## config.mk

```make
export PLATFORM = sky130hd
export DESIGN_NAME = plr_front
export DESIGN_NICKNAME = d
export VERILOG_FILES = /design/src/rtl/plr_pkg.sv /design/src/rtl/plr_front.sv
export SDC_FILE = /design/constraint.sdc
export NUM_CORES = 1
export LEC_CHECK = 0
export ABC_AREA = 1
export BUFFER_PORTS_ARGS = -buffer_cell sky130_fd_sc_hd__buf_2
export CAP_MARGIN = 10
export CORE_ASPECT_RATIO = 0.5
export CORE_MARGIN = 8
export CORE_UTILIZATION = 56
export CTS_CLUSTER_SIZE = 12
export DETAILED_ROUTE_END_ITERATION = 12
export PLACE_DENSITY = 0.84
export SYNTH_ARGS = -nofsm -noshare
export SYNTH_HDL_FRONTEND = slang
export SYNTH_SLANG_ARGS = --single-unit
```

## constraint.sdc

```tcl
create_clock -name clk -period 22.7 [get_ports clk]
set_input_delay 3.405 -clock clk [delete_from_list [all_inputs] [get_ports clk]]
set_output_delay 3.405 -clock clk [all_outputs]
set_load 0.05 [all_outputs]
```

## src/rtl/plr_pkg.sv

```systemverilog
// Package for the profile linear resampler: types, codes, constants.
// Depends on nothing.
package plr_pkg;

	localparam int unsigned DEF_MAX_POINTS = 256;

	typedef enum logic [2:0] {
		ST_OK        = 3'd0,
		ST_NEGATIVE  = 3'd1,
		ST_ORDER     = 3'd2,
		ST_FULL      = 3'd3,
		ST_NO_POINTS = 3'd4
	} status_t;

	// one queued transaction from front to back
	typedef struct packed {
		logic        op;
		logic        first_point;
		logic [31:0] point_position;
		logic [31:0] point_area;
		logic [31:0] point_discharge;
		logic [31:0] point_concentration;
		logic [31:0] node_position;
		logic        last_node;
	} item_t;

	typedef enum logic [3:0] {
		B_IDLE,
		B_LOAD_RD,
		B_LOAD_CHK,
		B_Q_RD0,
		B_Q_RD0W,
		B_Q_WALK,
		B_Q_WALKW,
		B_Q_RDL,
		B_Q_RDK,
		B_Q_RDKW,
		B_Q_DIV,
		B_Q_BLEND,
		B_Q_SOL,
		B_EMIT
	} bstate_t;

endpackage

```

## src/rtl/plr_front.sv

```systemverilog
// Front part: accepts command transactions and holds them in a two-entry queue.
// Depends on plr_pkg.
module plr_front (
	input  logic            clk,
	input  logic            arst_n,
	input  logic            start,
	output logic            busy,
	input  plr_pkg::item_t  in_item,
	output logic            q_valid,
	output plr_pkg::item_t  q_item,
	input  logic            q_pop,
	input  logic            hold
);
	import plr_pkg::*;

	item_t      mem_q [2];
	logic       wp_q, rp_q;
	logic [1:0] cnt_q;
	logic       push;

	// the back end stalls the source while an item is in flight
	assign busy    = (cnt_q != 2'd0) || hold;
	assign push    = start && !busy;
	assign q_valid = (cnt_q != 2'd0);
	assign q_item  = mem_q[rp_q];

	always_ff @(posedge clk) begin
		if (push) mem_q[wp_q] <= in_item;
	end

	always_ff @(posedge clk or negedge arst_n) begin
		if (!arst_n) begin
			wp_q  <= 1'b0;
			rp_q  <= 1'b0;
			cnt_q <= 2'd0;
		end else begin
			if (push) wp_q <= ~wp_q;
			if (q_pop) rp_q <= ~rp_q;
			cnt_q <= cnt_q + {1'b0, push} - {1'b0, q_pop};
		end
	end
endmodule

```

==> results.json <==
{
  "path_max_fanout": 114,
  "grt_max_degree": 115,
  "cpPeakStageDelay_ns": 1.01,
  "routed_wl_um": 27000,
  "final_layout_size_suffix_gt1_frac": 0.304,
  "h-tree-depth": 1,
  "max_slew_margin": 0.313,
  "cp_cell_sequence": "buf_4 -> buf_4 -> nand2_1 -> o21ai_1 -> buf_2",
  "synth_cell_types": 16,
  "dieArea_um2": 27200,
  "setup_tns_ns": 0,
  "yosys.area.top_type_share": 0.797,
  "die_h_um": 121,
  "hold_viol": 0,
  "cp_slowest_cell": "dfrtp_4",
  "dr.pass1.iters": 4,
  "critPathLaunch": "rp_q$_DFFE_PN0P_",
  "drt-initial-drc-count": 512,
  "leakage_uw": 0.00629,
  "path_clk_slew_ns": 0.06,
  "fin_cells": 1531,
  "cts.sinks": 330,
  "holdWs_ns": 0.498,
  "fin_area_um2": 15000,
  "final_util": 0.694,
  "crit_path_end_kind": "output pin",
  "drv_slew": 0,
  "syn-num-nets": 1048,
  "synthCells": 879,
  "grt_overflow": 0,
  "place_inst": 1480,
  "antenna_found_initial": 7,
  "drv_cap": 0,
  "hold_start": "wp_q$_DFFE_PN0P_",
  "start_util": 0.569,
  "ys.warnings.count": 0,
  "clk_latency_ns": 0.54,
  "skew_ns": 0.00789,
  "numCtsBuffers": 31,
  "gp_congestion": 0.798,
  "timing.rr.start": "cnt_q[0]$_DFF_PN0_",
  "syn_area_um2": 12300,
  "syn_to_final_growth_pct": 22.0,
  "setup_violations": 0,
  "cpMostUsedCell": "buf_4",
  "min-delay-path-class": "reg -> reg",
  "grt_pass1_vias": 7514,
  "post-route-period-util": 0.330,
  "die_w_um": 225,
  "layout_min_cycle_time_ns": 7.49,
  "grt_pass1_wl_um": 40000,
  "ant_nets": 0,
  "worstSetupStartpointType": "flop",
  "dp_hpwl_um": 18500,
  "rows": 38,
  "wl_per_cell_um": 17.6,
  "placeableCoreArea_um2": 21600,
  "fmax_mhz": 133,
  "vias_per_cell": 4.91,
  "cts_resized": 0,
  "cts_root_buf": "clkbuf_16",
  "power.density_nw_per_um2": 135,
  "critPathRequiredTime_ns": 19.30,
  "status": "complete, no violations",
  "port_buffers": 332,
  "drc_errors": 0,
  "synthesis.area_per_instance_um2": 14.0,
  "placed_area_um2": 14100,
  "track_usage": 0.187,
  "cts_tree": "done",
  "pin_count": 333,
  "worst_slew_pin_slew_ns": 1.03,
  "path_class": "reg -> out",
  "synth.area.top_cells": "edfxtp_1, nand2_1, inv_1",
  "vias": 7510,
  "clk_path_buf_depth": 3,
  "synth_largest_area_cell": "edfxtp_1",
  "crit_arrival_ns": 4.09,
  "synth_seq_cells": 330,
  "ir_drop_v": 0.000133,
  "postCtsSetupRepairBufs": 0,
  "postCtsHoldBufs": 0,
  "nets": 1382,
  "rsz0062_at_grt": "no",
  "synth_seq_area_share": 0.805
}
## logic make-up after synthesis
family,after synthesis,share of synthesized area
simple gates,177,0.0545
compound gates,163,0.0664
fa+ha+maj,1,0.00102
flops,330,0.805
buf+inv,206,0.0713
xor+xnor,2,0.00143
## registers in the layout, summed over array words and instances (netlist names)
| signal | count |
|---|---|
| rp_q | 1 |
| mem_q | 326 |
| cnt_q | 2 |
| wp_q | 1 |
## metrics by stage
stage                     power (µW)  worst slack (ns)
final                           2020             15.21
after global routing            2100             14.85
after CTS                       2030             15.23
after detailed placement        1590             15.41
after global placement          1570             15.44
after floorplan                 1410             11.64
## cell usage after synthesis (all sizes together)
library cell  number
buf               25
ha                 1
nand2            172
clkbuf            11
o21ai            163
nand4              1
xnor2              1
xor2               1
inv              170
nor2               2
nand3              2
edfxtp           326
dfrtp              4
## power by group
| part | leakage (µW) | internal (µW) | switching (µW) |
|---|---|---|---|
| combinational | 0.00289 | 148 | 665 |
| sequential | 0.00299 | 722 | 34.0 |
| clock | 0.000405 | 250 | 200 |
| total | 0.00629 | 1120 | 899 |
## worst max-delay path: cells and delay by family (launching register included)
family          cells  cell delay, ns
buf+inv             3            2.08
compound gates      1            0.16
flops               1            1.01
simple gates        1            0.13
## placed cells by master (no fill, tap or decap), drive strengths merged
| master | Yosys | routed |
|---|---|---|
| diode | 0 | 6 |
| clkinv | 0 | 1 |
| nand4 | 1 | 1 |
| dfrtp | 4 | 4 |
| inv | 170 | 170 |
| edfxtp | 326 | 326 |
| nor2 | 2 | 2 |
| nand2 | 172 | 172 |
| nand3 | 2 | 2 |
| ha | 1 | 1 |
| xnor2 | 1 | 1 |
| o21ai | 163 | 163 |
| buf | 25 | 337 |
| clkbuf | 11 | 44 |
| xor2 | 1 | 1 |
## final timing paths
check	end	slack (ns)	cells past startpoint
hold reg to reg	wp_q$_DFFE_PN0P_	0.50	2
max in group asynchronous	rp_q$_DFFE_PN0P_	19.90	1
setup / recovery	q_item[127]	15.21	5
setup reg to reg	mem_q[1][78]$_DFFE_PP_	18.91	5
hold / removal	wp_q$_DFFE_PN0P_	0.50	2
min in group asynchronous	cnt_q[1]$_DFF_PN0_	2.66	1
## routing by layer
layer | GRT usage | vias up | routed length (µm)
li1 | - | 3634 | -
met1 | 0.200 | 3646 | 9610
met2 | 0.365 | 178 | 15400
met3 | 0.0396 | 50 | 1230
met4 | 0.0594 | 2 | 714
met5 | 0 | - | 14
## cell type report
cell class	instances	area [µm²]
sequential	330	9890
fill	1509	6600
timing repair buffer	337	1700
multi-input combinational	343	1520
clock buffer	44	835
inverter	170	643
tap	300	375
antenna	6	15.0
clock inverter	1	3.75
No activity file was read; power rests on OpenSTA's default activity.
